### config.mk
export PLATFORM = sky130hd
export DESIGN_NAME = parent_linked_key_table_flat
export DESIGN_NICKNAME = d
export VERILOG_FILES = /design/src/sv/plkt_pkg.sv /design/src/sv/plkt_req_if.sv /design/src/sv/plkt_rsp_if.sv /design/src/sv/plkt_ram.sv /design/src/sv/plkt_ctrl.sv /design/src/sv/plkt_dp.sv /design/src/sv/parent_linked_key_table.sv /design/src/flat_wrapper.sv
export SDC_FILE = /design/constraint.sdc
export NUM_CORES = 2
export LEC_CHECK = 0
export ABC_CLOCK_PERIOD_IN_PS = 19600
export BUFFER_PORTS_ARGS = -buffer_cell sky130_fd_sc_hd__buf_2
export CAP_MARGIN = 20
export CORE_ASPECT_RATIO = 0.5
export CORE_MARGIN = 10
export CORE_UTILIZATION = 55
export CTS_CLUSTER_SIZE = 10
export DETAILED_ROUTE_END_ITERATION = 8
export PLACE_DENSITY = 0.67
export SYNTH_ARGS = -nofsm -noshare
export SYNTH_HDL_FRONTEND = slang
export SYNTH_HIERARCHICAL = 1
export SYNTH_SLANG_ARGS = --single-unit
### constraint.sdc
create_clock -name clk -period 19.6 [get_ports clk]
set_clock_uncertainty 0.05 [all_clocks]
set_input_delay 0.98 -clock clk [delete_from_list [all_inputs] [get_ports clk]]
set_output_delay 0.98 -clock clk [all_outputs]
set_load 0.02 [all_outputs]
### src/sv/plkt_pkg.sv
`timescale 1ns / 1ps
package plkt_pkg;

    localparam int CMD_W   = 3;
    localparam int KEY_W   = 32;
    localparam int INFO_W  = 16;
    localparam int STAT_W  = 3;
    localparam int SLOT_W  = 5;
    localparam int CAP_W   = 6;
    localparam int ENTRY_W = 2 * KEY_W + INFO_W;

    localparam logic [CAP_W-1:0] CAP_RESET = 6'd32;

    // request commands
    localparam logic [CMD_W-1:0] OP_ADD     = 3'd0;
    localparam logic [CMD_W-1:0] OP_FIND    = 3'd1;
    localparam logic [CMD_W-1:0] OP_DELETE  = 3'd2;
    localparam logic [CMD_W-1:0] OP_COMPACT = 3'd3;
    localparam logic [CMD_W-1:0] OP_SHOW    = 3'd4;

    // result status codes
    localparam logic [STAT_W-1:0] ST_OK        = 3'd0;
    localparam logic [STAT_W-1:0] ST_DUPLICATE = 3'd1;
    localparam logic [STAT_W-1:0] ST_FULL      = 3'd2;
    localparam logic [STAT_W-1:0] ST_NO_PARENT = 3'd3;
    localparam logic [STAT_W-1:0] ST_NOT_FOUND = 3'd4;
    localparam logic [STAT_W-1:0] ST_EMPTY     = 3'd5;

    // where the entry fields of a result come from
    typedef enum logic [1:0] {EK_NONE, EK_INPUT, EK_FOUND, EK_RAM} emit_kind_t;

    // where the slot index of a result comes from
    typedef enum logic [1:0] {SS_ZERO, SS_FILL, SS_FOUND, SS_IDX} slot_sel_t;

    typedef struct packed {
        logic              latch;
        logic              idx_clr;
        logic              idx_inc;
        logic              rd_en;
        logic              rd_last;
        logic              cmp_arm;
        logic              add_wr;
        logic              del_kill;
        logic              mov_wr;
        logic              fill_dec;
        logic              emit;
        logic [STAT_W-1:0] emit_status;
        emit_kind_t        emit_kind;
        slot_sel_t         slot_sel;
        logic              emit_last;
    } ctrl_cmd_t;

    typedef struct packed {
        logic fill_zero;
        logic idx_at_fill;
        logic cmp_pend;
        logic found;
        logic par_found;
        logic par_zero;
        logic full;
        logic live_idx;
        logic any_live;
        logic last_live;
        logic out_free;
    } dp_stat_t;

endpackage

### src/sv/plkt_req_if.sv
`timescale 1ns / 1ps
interface plkt_req_if;
    logic        valid;
    logic        ready;
    logic [2:0]  command;
    logic [31:0] entry_key_in;
    logic [31:0] parent_key_in;
    logic [15:0] info_handle_in;

    modport source (output valid, command, entry_key_in, parent_key_in, info_handle_in,
                    input ready);
    modport sink (input valid, command, entry_key_in, parent_key_in, info_handle_in,
                  output ready);
endinterface

### src/sv/plkt_rsp_if.sv
`timescale 1ns / 1ps
interface plkt_rsp_if;
    logic        valid;
    logic        ready;
    logic [2:0]  status;
    logic [4:0]  slot_index;
    logic [31:0] out_key;
    logic [31:0] out_parent;
    logic [15:0] out_info;
    logic        entry_valid;
    logic        last_result;

    modport source (output valid, status, slot_index, out_key, out_parent, out_info,
                    entry_valid, last_result, input ready);
    modport sink (input valid, status, slot_index, out_key, out_parent, out_info,
                  entry_valid, last_result, output ready);
endinterface

### src/sv/plkt_ram.sv
`timescale 1ns / 1ps
module plkt_ram #(
    parameter int WIDTH = 80,
    parameter int DEPTH = 32
) (
    input  logic                     clk,
    input  logic                     we,
    input  logic [$clog2(DEPTH)-1:0] waddr,
    input  logic [WIDTH-1:0]         wdata,
    input  logic                     re,
    input  logic [$clog2(DEPTH)-1:0] raddr,
    output logic [WIDTH-1:0]         rdata
);

    logic [WIDTH-1:0] mem [DEPTH];

    // one write port, one registered read port
    always_ff @(posedge clk)
    begin
        if (we)
        begin
            mem[waddr] <= wdata;
        end
        if (re)
        begin
            rdata <= mem[raddr];
        end
    end

endmodule

### src/sv/plkt_ctrl.sv
`timescale 1ns / 1ps
module plkt_ctrl import plkt_pkg::*; (
    input  logic             clk,
    input  logic             rst_n,
    input  logic             req_valid,
    output logic             req_ready,
    input  logic [CMD_W-1:0] req_command,
    input  dp_stat_t         stat,
    output ctrl_cmd_t        cmd
);

    localparam logic [3:0] S_IDLE   = 4'd0;
    localparam logic [3:0] S_DROP   = 4'd1;
    localparam logic [3:0] S_SCAN   = 4'd2;
    localparam logic [3:0] S_DECIDE = 4'd3;
    localparam logic [3:0] S_START  = 4'd4;
    localparam logic [3:0] S_CCHK   = 4'd5;
    localparam logic [3:0] S_CMOV   = 4'd6;
    localparam logic [3:0] S_SHCHK  = 4'd7;
    localparam logic [3:0] S_SHEM   = 4'd8;

    logic [3:0]       state_reg, state_next;
    logic [CMD_W-1:0] op_reg, op_next;

    assign req_ready = (state_reg == S_IDLE);

    // next state and datapath commands
    always_comb
    begin
        state_next = state_reg;
        op_next    = op_reg;
        cmd        = '0;
        unique case (state_reg)
            S_IDLE:
            begin
                if (req_valid)
                begin
                    cmd.latch   = 1'b1;
                    cmd.idx_clr = 1'b1;
                    op_next     = req_command;
                    unique case (req_command)
                        OP_ADD, OP_FIND, OP_DELETE: state_next = S_SCAN;
                        OP_COMPACT, OP_SHOW:        state_next = S_START;
                        default:                    state_next = S_DROP;
                    endcase
                end
            end
            S_DROP:
            begin
                state_next = S_IDLE;
            end
            // read every used slot, compare in the cycle after each read
            S_SCAN:
            begin
                if (!stat.idx_at_fill)
                begin
                    cmd.rd_en   = 1'b1;
                    cmd.cmp_arm = 1'b1;
                    cmd.idx_inc = 1'b1;
                end
                else if (!stat.cmp_pend)
                begin
                    state_next = S_DECIDE;
                end
            end
            S_DECIDE:
            begin
                if (stat.out_free)
                begin
                    cmd.emit      = 1'b1;
                    cmd.emit_last = 1'b1;
                    state_next    = S_IDLE;
                    unique case (op_reg)
                        OP_ADD:
                        begin
                            priority if (stat.found)
                                cmd.emit_status = ST_DUPLICATE;
                            else if (!stat.par_zero && !stat.par_found)
                                cmd.emit_status = ST_NO_PARENT;
                            else if (stat.full)
                                cmd.emit_status = ST_FULL;
                            else
                            begin
                                cmd.emit_status = ST_OK;
                                cmd.add_wr      = 1'b1;
                                cmd.emit_kind   = EK_INPUT;
                                cmd.slot_sel    = SS_FILL;
                            end
                        end
                        OP_FIND:
                        begin
                            if (stat.found)
                            begin
                                cmd.emit_status = ST_OK;
                                cmd.emit_kind   = EK_FOUND;
                                cmd.slot_sel    = SS_FOUND;
                            end
                            else
                            begin
                                cmd.emit_status = ST_NOT_FOUND;
                            end
                        end
                        OP_DELETE:
                        begin
                            priority if (stat.fill_zero)
                                cmd.emit_status = ST_EMPTY;
                            else if (stat.found)
                            begin
                                cmd.emit_status = ST_OK;
                                cmd.del_kill    = 1'b1;
                                cmd.slot_sel    = SS_FOUND;
                            end
                            else
                                cmd.emit_status = ST_NOT_FOUND;
                        end
                        default:
                        begin
                            cmd.emit_status = ST_OK;
                        end
                    endcase
                end
            end
            // empty-table case for compact and show, no-live case for show
            S_START:
            begin
                priority if (stat.fill_zero)
                begin
                    if (stat.out_free)
                    begin
                        cmd.emit        = 1'b1;
                        cmd.emit_last   = 1'b1;
                        cmd.emit_status = ST_EMPTY;
                        state_next      = S_IDLE;
                    end
                end
                else if (op_reg == OP_COMPACT)
                begin
                    state_next = S_CCHK;
                end
                else if (!stat.any_live)
                begin
                    if (stat.out_free)
                    begin
                        cmd.emit        = 1'b1;
                        cmd.emit_last   = 1'b1;
                        cmd.emit_status = ST_OK;
                        state_next      = S_IDLE;
                    end
                end
                else
                begin
                    state_next = S_SHCHK;
                end
            end
            // compact: pull the last slot into each dead slot
            S_CCHK:
            begin
                priority if (stat.idx_at_fill)
                begin
                    if (stat.out_free)
                    begin
                        cmd.emit        = 1'b1;
                        cmd.emit_last   = 1'b1;
                        cmd.emit_status = ST_OK;
                        state_next      = S_IDLE;
                    end
                end
                else if (stat.live_idx)
                begin
                    cmd.idx_inc = 1'b1;
                end
                else
                begin
                    cmd.rd_en    = 1'b1;
                    cmd.rd_last  = 1'b1;
                    cmd.fill_dec = 1'b1;
                    state_next   = S_CMOV;
                end
            end
            S_CMOV:
            begin
                cmd.mov_wr = 1'b1;
                state_next = S_CCHK;
            end
            // show: read each live slot and emit it
            S_SHCHK:
            begin
                priority if (stat.idx_at_fill)
                    state_next = S_IDLE;
                else if (stat.live_idx)
                begin
                    cmd.rd_en  = 1'b1;
                    state_next = S_SHEM;
                end
                else
                    cmd.idx_inc = 1'b1;
            end
            S_SHEM:
            begin
                if (stat.out_free)
                begin
                    cmd.emit        = 1'b1;
                    cmd.emit_status = ST_OK;
                    cmd.emit_kind   = EK_RAM;
                    cmd.slot_sel    = SS_IDX;
                    cmd.emit_last   = stat.last_live;
                    if (stat.last_live)
                        state_next = S_IDLE;
                    else
                    begin
                        cmd.idx_inc = 1'b1;
                        state_next  = S_SHCHK;
                    end
                end
            end
            default:
            begin
                state_next = S_IDLE;
            end
        endcase
    end

    always_ff @(posedge clk or negedge rst_n)
    begin
        if (!rst_n)
        begin
            state_reg <= S_IDLE;
            op_reg    <= OP_ADD;
        end
        else
        begin
            state_reg <= state_next;
            op_reg    <= op_next;
        end
    end

endmodule

### src/sv/plkt_dp.sv
`timescale 1ns / 1ps
module plkt_dp import plkt_pkg::*; #(
    parameter int TABLE_DEPTH = 32
) (
    input  logic              clk,
    input  logic              rst_n,
    input  logic              cfg_we,
    input  logic [CAP_W-1:0]  cfg_wdata,
    input  logic [KEY_W-1:0]  in_key,
    input  logic [KEY_W-1:0]  in_parent,
    input  logic [INFO_W-1:0] in_info,
    input  ctrl_cmd_t         cmd,
    output dp_stat_t          stat,
    input  logic              out_ready,
    output logic              out_valid,
    output logic [STAT_W-1:0] out_status,
    output logic [SLOT_W-1:0] out_slot,
    output logic [KEY_W-1:0]  out_key,
    output logic [KEY_W-1:0]  out_parent,
    output logic [INFO_W-1:0] out_info,
    output logic              out_entry_valid,
    output logic              out_last
);

    localparam int IW = $clog2(TABLE_DEPTH);
    localparam int CW = $clog2(TABLE_DEPTH + 1);

    // control state
    logic [CAP_W-1:0]       cap_reg;
    logic [CW-1:0]          fill_reg, fill_next;
    logic [CW-1:0]          idx_reg, idx_next;
    logic [TABLE_DEPTH-1:0] live_reg, live_next;
    logic [TABLE_DEPTH-1:0] child_reg, child_next;
    logic                   found_reg, found_next;
    logic                   pfound_reg, pfound_next;
    logic                   cmp_vld_reg;
    logic                   out_valid_reg;

    // payload
    logic [KEY_W-1:0]  key_reg, par_reg;
    logic [INFO_W-1:0] info_reg;
    logic [IW-1:0]     cmp_idx_reg;
    logic [IW-1:0]     found_idx_reg, found_idx_next;
    logic [KEY_W-1:0]  fpar_reg, fpar_next;
    logic [INFO_W-1:0] finfo_reg, finfo_next;
    logic [STAT_W-1:0] ostat_reg;
    logic [SLOT_W-1:0] oslot_reg;
    logic [KEY_W-1:0]  okey_reg, opar_reg;
    logic [INFO_W-1:0] oinfo_reg;
    logic              oev_reg, olast_reg;

    // table memory
    logic               ram_we;
    logic [IW-1:0]      ram_waddr, ram_raddr;
    logic [ENTRY_W-1:0] ram_wdata, ram_rdata;
    logic [KEY_W-1:0]   rd_key, rd_par;
    logic [INFO_W-1:0]  rd_info;
    logic [CW-1:0]      fill_m1;

    assign fill_m1   = fill_reg - 1'b1;
    assign ram_we    = cmd.add_wr | cmd.mov_wr;
    assign ram_waddr = cmd.add_wr ? fill_reg[IW-1:0] : idx_reg[IW-1:0];
    assign ram_wdata = cmd.add_wr ? {key_reg, par_reg, info_reg} : ram_rdata;
    assign ram_raddr = cmd.rd_last ? fill_m1[IW-1:0] : idx_reg[IW-1:0];
    assign rd_key    = ram_rdata[ENTRY_W-1 -: KEY_W];
    assign rd_par    = ram_rdata[INFO_W +: KEY_W];
    assign rd_info   = ram_rdata[INFO_W-1:0];

    plkt_ram #(
        .WIDTH (ENTRY_W),
        .DEPTH (TABLE_DEPTH)
    ) u_ram (
        .clk   (clk),
        .we    (ram_we),
        .waddr (ram_waddr),
        .wdata (ram_wdata),
        .re    (cmd.rd_en),
        .raddr (ram_raddr),
        .rdata (ram_rdata)
    );

    // used and above-index masks over the live bits
    logic [TABLE_DEPTH-1:0] used_mask, above_mask;
    always_comb
    begin
        for (int i = 0; i < TABLE_DEPTH; i++)
        begin
            used_mask[i]  = CW'(i) < fill_reg;
            above_mask[i] = CW'(i) > idx_reg;
        end
    end

    // status toward the controller
    always_comb
    begin
        stat.fill_zero   = (fill_reg == '0);
        stat.idx_at_fill = (idx_reg >= fill_reg);
        stat.cmp_pend    = cmp_vld_reg;
        stat.found       = found_reg;
        stat.par_found   = pfound_reg;
        stat.par_zero    = (par_reg == '0);
        stat.full        = (32'(fill_reg) >= 32'(cap_reg)) || (fill_reg >= CW'(TABLE_DEPTH));
        stat.live_idx    = live_reg[idx_reg[IW-1:0]];
        stat.any_live    = |(live_reg & used_mask);
        stat.last_live   = ~|(live_reg & used_mask & above_mask);
        stat.out_free    = !out_valid_reg || out_ready;
    end

    // scan compare, live bits, counters
    always_comb
    begin
        logic cmp_live;
        logic moved_live;
        cmp_live       = live_reg[cmp_idx_reg];
        moved_live     = live_reg[fill_reg[IW-1:0]];
        found_next     = found_reg;
        found_idx_next = found_idx_reg;
        fpar_next      = fpar_reg;
        finfo_next     = finfo_reg;
        pfound_next    = pfound_reg;
        child_next     = child_reg;
        live_next      = live_reg;
        fill_next      = fill_reg;
        idx_next       = idx_reg;

        if (cmd.latch)
        begin
            found_next  = 1'b0;
            pfound_next = 1'b0;
            child_next  = '0;
        end
        else if (cmp_vld_reg)
        begin
            if (cmp_live && (rd_key == key_reg) && !found_reg)
            begin
                found_next     = 1'b1;
                found_idx_next = cmp_idx_reg;
                fpar_next      = rd_par;
                finfo_next     = rd_info;
            end
            if (cmp_live && (rd_key == par_reg))
                pfound_next = 1'b1;
            if (rd_par == key_reg)
                child_next[cmp_idx_reg] = 1'b1;
        end

        if (cmd.add_wr)
        begin
            live_next[fill_reg[IW-1:0]] = 1'b1;
            fill_next = fill_reg + 1'b1;
        end
        if (cmd.del_kill)
        begin
            live_next = live_reg & ~child_reg;
            live_next[found_idx_reg] = 1'b0;
        end
        // fill_reg already points at the vacated last slot here
        if (cmd.mov_wr)
        begin
            live_next[fill_reg[IW-1:0]] = 1'b0;
            live_next[idx_reg[IW-1:0]]  = moved_live;
        end
        if (cmd.fill_dec)
            fill_next = fill_m1;

        if (cmd.idx_clr)
            idx_next = '0;
        else if (cmd.idx_inc)
            idx_next = idx_reg + 1'b1;
    end

    always_ff @(posedge clk or negedge rst_n)
    begin
        if (!rst_n)
        begin
            cap_reg       <= CAP_RESET;
            fill_reg      <= '0;
            idx_reg       <= '0;
            live_reg      <= '0;
            child_reg     <= '0;
            found_reg     <= 1'b0;
            pfound_reg    <= 1'b0;
            cmp_vld_reg   <= 1'b0;
            out_valid_reg <= 1'b0;
        end
        else
        begin
            if (cfg_we)
                cap_reg <= cfg_wdata;
            fill_reg    <= fill_next;
            idx_reg     <= idx_next;
            live_reg    <= live_next;
            child_reg   <= child_next;
            found_reg   <= found_next;
            pfound_reg  <= pfound_next;
            cmp_vld_reg <= cmd.cmp_arm;
            if (cmd.emit)
                out_valid_reg <= 1'b1;
            else if (out_ready)
                out_valid_reg <= 1'b0;
        end
    end

    // result fields
    logic [CW-1:0]     slot_sel_val;
    logic [31:0]       slot_wide;
    always_comb
    begin
        unique case (cmd.slot_sel)
            SS_FILL:  slot_sel_val = fill_reg;
            SS_FOUND: slot_sel_val = CW'(found_idx_reg);
            SS_IDX:   slot_sel_val = idx_reg;
            default:  slot_sel_val = '0;
        endcase
        slot_wide = 32'(slot_sel_val);
    end

    always_ff @(posedge clk)
    begin
        if (cmd.latch)
        begin
            key_reg  <= in_key;
            par_reg  <= in_parent;
            info_reg <= in_info;
        end
        cmp_idx_reg   <= idx_reg[IW-1:0];
        found_idx_reg <= found_idx_next;
        fpar_reg      <= fpar_next;
        finfo_reg     <= finfo_next;
        if (cmd.emit)
        begin
            ostat_reg <= cmd.emit_status;
            oslot_reg <= slot_wide[SLOT_W-1:0];
            olast_reg <= cmd.emit_last;
            unique case (cmd.emit_kind)
                EK_INPUT:
                begin
                    okey_reg  <= key_reg;
                    opar_reg  <= par_reg;
                    oinfo_reg <= info_reg;
                    oev_reg   <= 1'b1;
                end
                EK_FOUND:
                begin
                    okey_reg  <= key_reg;
                    opar_reg  <= fpar_reg;
                    oinfo_reg <= finfo_reg;
                    oev_reg   <= 1'b1;
                end
                EK_RAM:
                begin
                    okey_reg  <= rd_key;
                    opar_reg  <= rd_par;
                    oinfo_reg <= rd_info;
                    oev_reg   <= 1'b1;
                end
                default:
                begin
                    okey_reg  <= '0;
                    opar_reg  <= '0;
                    oinfo_reg <= '0;
                    oev_reg   <= 1'b0;
                end
            endcase
        end
    end

    assign out_valid       = out_valid_reg;
    assign out_status      = ostat_reg;
    assign out_slot        = oslot_reg;
    assign out_key         = okey_reg;
    assign out_parent      = opar_reg;
    assign out_info        = oinfo_reg;
    assign out_entry_valid = oev_reg;
    assign out_last        = olast_reg;

endmodule

### src/sv/parent_linked_key_table.sv
`timescale 1ns / 1ps
// Key table with parent links, up to TABLE_DEPTH slots filled in order.
// req channel: one command per request (add, find, delete, compact, show)
// with key, parent key and info handle; codes 5..7 are taken and dropped.
// rsp channel: one result for add/find/delete/compact, one per live entry
// for show (one status result when none is live); last_result marks the final result of a command.
// cfg_we/cfg_wdata set the capacity limit (reset 32); write only when idle.
// add/find/delete scan the used slots one per cycle through the table RAM
// read port before the result. Compact steps past live slots and moves the
// last slot into each dead slot; show reads each live slot, emits it and
// skips dead slots. One command is in work at a time; req.ready is high
// only between commands.
// Results sit in an output register; a stalled receiver holds the
// controller until the register drains, nothing is dropped.
// Reset empties the table (fill count, live bits) and sets the capacity
// limit to 32 at once; no clearing pass.
module parent_linked_key_table import plkt_pkg::*; #(
    parameter int TABLE_DEPTH = 32
) (
    input  logic             clk,
    input  logic             rst_n,
    plkt_req_if.sink         req,
    plkt_rsp_if.source       rsp,
    input  logic             cfg_we,
    input  logic [CAP_W-1:0] cfg_wdata
);

    ctrl_cmd_t cmd;
    dp_stat_t  stat;

    plkt_ctrl u_ctrl (
        .clk         (clk),
        .rst_n       (rst_n),
        .req_valid   (req.valid),
        .req_ready   (req.ready),
        .req_command (req.command),
        .stat        (stat),
        .cmd         (cmd)
    );

    plkt_dp #(
        .TABLE_DEPTH (TABLE_DEPTH)
    ) u_dp (
        .clk             (clk),
        .rst_n           (rst_n),
        .cfg_we          (cfg_we),
        .cfg_wdata       (cfg_wdata),
        .in_key          (req.entry_key_in),
        .in_parent       (req.parent_key_in),
        .in_info         (req.info_handle_in),
        .cmd             (cmd),
        .stat            (stat),
        .out_ready       (rsp.ready),
        .out_valid       (rsp.valid),
        .out_status      (rsp.status),
        .out_slot        (rsp.slot_index),
        .out_key         (rsp.out_key),
        .out_parent      (rsp.out_parent),
        .out_info        (rsp.out_info),
        .out_entry_valid (rsp.entry_valid),
        .out_last        (rsp.last_result)
    );

endmodule

### src/flat_wrapper.sv
// flat-port wrapper written by rule: the top's interface ports become plain ports
module parent_linked_key_table_flat import plkt_pkg::*;
#(
    parameter int TABLE_DEPTH = 32
)
  (clk, rst_n, cfg_we, cfg_wdata, req_valid, req_command, req_entry_key_in, req_parent_key_in, req_info_handle_in, req_ready, rsp_valid, rsp_status, rsp_slot_index, rsp_out_key, rsp_out_parent, rsp_out_info, rsp_entry_valid, rsp_last_result, rsp_ready);
  plkt_req_if req_i ();
  plkt_rsp_if rsp_i ();
  input  logic clk;
  input  logic rst_n;
  input  logic cfg_we;
  input  logic [CAP_W-1:0] cfg_wdata;
  input wire logic [$bits(req_i.valid)-1:0] req_valid;
  input wire logic [$bits(req_i.command)-1:0] req_command;
  input wire logic [$bits(req_i.entry_key_in)-1:0] req_entry_key_in;
  input wire logic [$bits(req_i.parent_key_in)-1:0] req_parent_key_in;
  input wire logic [$bits(req_i.info_handle_in)-1:0] req_info_handle_in;
  output wire logic [$bits(req_i.ready)-1:0] req_ready;
  output wire logic [$bits(rsp_i.valid)-1:0] rsp_valid;
  output wire logic [$bits(rsp_i.status)-1:0] rsp_status;
  output wire logic [$bits(rsp_i.slot_index)-1:0] rsp_slot_index;
  output wire logic [$bits(rsp_i.out_key)-1:0] rsp_out_key;
  output wire logic [$bits(rsp_i.out_parent)-1:0] rsp_out_parent;
  output wire logic [$bits(rsp_i.out_info)-1:0] rsp_out_info;
  output wire logic [$bits(rsp_i.entry_valid)-1:0] rsp_entry_valid;
  output wire logic [$bits(rsp_i.last_result)-1:0] rsp_last_result;
  input wire logic [$bits(rsp_i.ready)-1:0] rsp_ready;
  assign req_i.valid = req_valid;
  assign req_i.command = req_command;
  assign req_i.entry_key_in = req_entry_key_in;
  assign req_i.parent_key_in = req_parent_key_in;
  assign req_i.info_handle_in = req_info_handle_in;
  assign req_ready = req_i.ready;
  assign rsp_valid = rsp_i.valid;
  assign rsp_status = rsp_i.status;
  assign rsp_slot_index = rsp_i.slot_index;
  assign rsp_out_key = rsp_i.out_key;
  assign rsp_out_parent = rsp_i.out_parent;
  assign rsp_out_info = rsp_i.out_info;
  assign rsp_entry_valid = rsp_i.entry_valid;
  assign rsp_last_result = rsp_i.last_result;
  assign rsp_i.ready = rsp_ready;
  parent_linked_key_table #(.TABLE_DEPTH(TABLE_DEPTH)) u_core (.clk(clk), .rst_n(rst_n), .req(req_i), .rsp(rsp_i), .cfg_we(cfg_we), .cfg_wdata(cfg_wdata));
endmodule
* Word level (Yosys, flattened, before mapping)
Memory sizes are Yosys's and may differ from the RTL's. A register that Yosys moved wholly into a read port is not among the register bits.
Index checks and enable logic that the tools add are counted.
** Storage, ports and cells
- Bits in writable memories :: 2560
- Bits in registers :: 321
- Memories :: 1
** Cells by class
- $add $sub $neg :: 3
- Bitwise logic cells :: 12
- Reduce and logical (&&, ||, !) cells :: 39
- Multiplexer cells :: 115
- Equality and inequality tests :: 29
- Order comparisons :: 75
** Memories
- u_core.u_dp.u_ram.mem :: words 32, bits a word 80, read ports 1, clocked after memory_dff 1, write ports 1, RTL line plkt_ram.sv:15 : logic [WIDTH-1:0] mem [DEPTH];
** Operators with widths (number)
- 32-bit 2-to-1 mux :: 6
- 32-bit AND :: 5
- 32-bit == test :: 3
- 5-bit by 6-bit > comparator with 1-bit output (first input constant) :: 16
- 5-bit by 6-bit < comparator with 1-bit output (first input constant) :: 16
- 32-bit inverter :: 3
- 32-bit case mux with 3 select lines :: 1
- 80-bit 2-to-1 mux :: 1
- 4-bit 2-to-1 mux :: 19
- 32-bit OR :: 2
- 32-bit case mux with 2 select lines :: 1
- 32-bit OR reduction :: 2
- 4-bit by 6-bit > comparator with 1-bit output (first input constant) :: 8
- 4-bit by 6-bit < comparator with 1-bit output (first input constant) :: 8
- 16-bit case mux with 3 select lines :: 1
- 1-bit 2-to-1 mux :: 40
- 32-bit bitwise mux :: 1
- 32-bit zero test :: 1
- 4-bit case mux with 8 select lines :: 1
- 3-bit by 6-bit > comparator with 1-bit output (first input constant) :: 4
- 3-bit by 6-bit < comparator with 1-bit output (first input constant) :: 4
- 5-bit by 6-bit < comparator with 1-bit output (second input constant) :: 4
- 2-bit 2-to-1 mux :: 12
- 6-bit 2-to-1 mux :: 4
- other kinds (49) :: 110

* Longest topological paths before layout
- Depth after elaboration :: 13
- Depth in mapped cells :: 24
- Mapped depth without buffers :: 16

* By module
Netlist, hierarchy kept.
** Modules (own cells, without submodules)
- plkt_ram :: cells each 4669, seq. area each 79276.0 um^2, area each 99768.2 um^2, instances 1
- plkt_dp :: cells each 1547, seq. area each 8949.8 um^2, area each 17435.5 um^2, instances 1
- plkt_ctrl :: cells each 117, seq. area each 175.2 um^2, area each 910.9 um^2, instances 1

* Worst setup path before layout
No wires, ideal clock.
- Path type :: flip-flop to flip-flop
- From :: register u_core.u_dp.fill_reg[1]
- To :: register u_core.u_dp.u_ram.rdata[0], read port of u_core.u_dp.u_ram.mem, enable pin
- Required time :: 18933 ps
- Library setup time :: 617 ps
- Period minus slack after synthesis :: 8401 ps
- Cell stages (with the launch flop) :: 12
- Path slack :: 11199 ps
- Arrival :: 7734 ps
- Cells stage by stage :: dfrtp_1 buf_2 buf_4 clkbuf_1 inv_2 ha_1 a21o_1 a21o_1 a21o_1 a21o_1 a21o_1 nor3_1
** RTL lines
- start: declaration :: RTL line plkt_dp.sv:30 : logic [CW-1:0] fill_reg, fill_next;
- start signal: assignment :: RTL line plkt_dp.sv:190 : fill_reg <= fill_next;
- end: declaration :: RTL line plkt_ram.sv:12 : output logic [WIDTH-1:0] rdata

==> qor.txt <==
Post-Place Cell Area: 0.122 mm^2
Area Growth Syn to Fin: 11.2%
worst path cell trace: inv_1 -> ha_1 -> nand2b_1 -> a21o_1 -> a21o_1 -> a21o_1 -> a21o_1 -> a21o_1 -> or2b_1 -> nor4_2 -> buf_4 -> mux2i_4 -> buf_4 -> buf_4 -> buf_4 -> buf_4 -> buf_4 -> mux4_2 -> a22o_1 -> a31oi_1 -> nand3_1
ys async rst share: 0.0314
pwr/cell area: 97.8 mW/mm^2
Layout Cells excl Fill: 9539
Post-synth top flop: edfxtp_1
Hold Vio Cnt, Final: 0
cts hold-fix bufs: 0
Reg2Reg Setup Slack: 10540 ps
Setup violations, final: 0
drt first pass iters: 9
Largest regs: u_core/u_dp/u_ram/mem x2560, u_core/u_dp/u_ram/rdata x80
Worst R2R End: u_core/u_dp/u_ram/rdata[9]
commonest non-fill, non-tap cell in the layout: edfxtp_1
I/O Pins: 186
Placed Instances: 9148
crit path max fanout: 51
layout cells sized above 1: 0.187
Levels on crit path: 21
WP data required: 20140 ps
Post-Syn Area: 0.118 mm^2
die span in y: 348 um
CP most frequent cell: buf_4
final max-slew violation count: 0
syn_area_per_cell: 18.7 um^2
nets@finish: 6747
Tot GR Track Use: 0.297
Worst-Margin Slew: 1290 ps
synth unique cells: 101
dominant cells by area after synthesis: edfxtp_1 (73%), mux4_2 (6.6%), mux2i_1 (5.4%)
FF+latch count, synth: 2961
setup TNS: 0 ps
Mapped Nets: 6455
R2R cell count: 21
DRC: 0
RR Startpoint: u_core/u_dp/idx_reg[0]
peak supply drop: 0.0679 mV
minimum clock period: 9060 ps
clock latency on the worst-skew pair: 870 ps
Worst setup SP type: register
Final GP Congestion: 0.886
Vias per Instance: 7.03
CTS Buffer Depth: 4
Clock H-tree levels: 5
port bufs: 185
TritonCTS clock tree: yes
post-route design area: 0.131 mm^2
via count: 67100
post-CTS sizing: 0
Synth Instances: 6333
Die ar.: 0.235 mm^2
Setup crit end: u_core/u_dp/u_ram/rdata[9]
relative slew slack: 0.141
area share of the largest cell type after synthesis: 0.728
Cell Rows: 120
initial antenna violation count: 15
status: completed
first-pass GRT wire length: 498000 um
Initial Util: 0.552
Seq/Total Area, Yosys: 0.748
Final ANT Viol Nets: 0
RSZ-0062 raised after global routing: false
Routed WL per cell: 37.3 um
Num CTS Buffers: 338
commonest non-fill, non-tap cells in the layout: edfxtp_1 (2863), mux2i_1 (637), a22oi_1 (466), clkbuf_16 (347), mux4_2 (346)
clk slew on worst S/H paths: 70 ps
die width: 675 um
max reg flops: 2560
cell taking the most area after synthesis: edfxtp_1
largest net degree at the start of global routing: 117
total gr overflow: 0
core area: 0.214 mm^2
Max Clock Freq: 110 MHz
CP Buf/Inv Count: 7
WS Path Type: reg2reg
CP endpoint kind: register
EDFF count, synth: 2863
postcts setup bufs: 0
Critical path origin: u_core/u_dp/idx_reg[0]
Iter 0 DRT Violations: 10000
Hold/Removal Path Class: in2async
clock sinks: 2961
Root Buffer: clkbuf_16
register with the most flip-flops: u_core/u_dp/u_ram/mem
DPL Wire Length: 198000 um
vias in the first global route: 65500
CP arrival: 9600 ps
LEAKAGE: 39.8 nW
Yosys warnings: 6
biggest cell delay along the critical path: 900 ps
period utilization: 0.462
delay-heaviest family, CP: buffers and inverters
CP max stage cell: dfrtp_1
MaxCap Viol Count: 0
drt total wl: 356000 um
[worst min path at each step]
| stage | cells past startpoint | endpoint |
|---|---|---|
| floorplan | 0 | u_core/u_dp/cmp_idx_reg[3] |
| global placement | 0 | u_core/u_dp/finfo_reg[13] |
| detailed placement | 0 | u_core/u_dp/finfo_reg[13] |
| CTS | 1 | u_core/u_dp/live_reg[13] |
| global route | 1 | u_core/u_dp/live_reg[13] |
| finish | 1 | u_core/u_dp/live_reg[13] |
[area by class of cell]
class	count	area (um^2)
multi-input combinational	2939	28100
sequential	2961	88400
fill	14900	82500
inverter	39	151
tap	2867	3590
clock buffer	370	8790
clock inverter	10	103
antenna	7	17.5
timing repair buffer	346	2220
[power by group]
group / total [mW] / switching [mW] / internal, mW / leakage (nW)
combinational: 0.323 / 0.228 / 0.0946 / 8.52
clock: 5.41 / 2.29 / 3.12 / 4.37
sequential: 7.10 / 0.145 / 6.96 / 27.0
[worst reg2reg max path, delay by kind of cell, from the launching register on]
kind,cells,cell delay (ps)
DFF,1,900
adders and majority gates,1,360
muxes,2,970
and+or+nand+nor,4,670
AOI/OAI and AO/OA,7,1290
buffers and inverters,7,4560
[kinds of logic after synthesis]
group                      after synthesis  synth area share
AOI/OAI and AO/OA                      979            0.0601
xor gates and xnor gates               108           0.00801
muxes                                 1079             0.129
adders and majority gates               29           0.00305
and+or+nand+nor                        744            0.0333
DFF                                   2961             0.748
buffers and inverters                  433            0.0180
[metrics by stage]
| stage | setup WS, ps | power (mW) | utilization | hold WS, ps |
|---|---|---|---|---|
| 6_report | 10540 | 12.8 | 0.614 | 155 |
| 5_1_grt | 9780 | 13.2 | 0.614 | 191 |
| 4_1_cts | 10430 | 12.9 | 0.614 | 145 |
| 3_5_place_dp | 10430 | 7.54 | 0.572 | 427 |
| 3_3_place_gp | 10480 | 7.53 | 0.572 | 416 |
| 2_1_floorplan | 11200 | 7.33 | - | 339 |
[synth_stat cells (53+ instances only)]
master    number
nor2_1       213
nand2_1       74
buf_2        122
nand3_1      167
a21oi_1       84
dfrtp_1       92
edfxtp_1    2863
nand4_1       64
mux2i_1      639
o21ai_0       98
a22o_1        53
a22oi_1      466
clkbuf_1     158
a31oi_1       65
xnor2_1       69
mux4_2       346
mux2_2        93
[metal layers]
layer  GRT usage  wire length [um]
met5           0                66
met4       0.117             15800
met3      0.0810             45400
met2       0.446            161000
met1       0.416            133000
(Power assumes the default switching activity.)
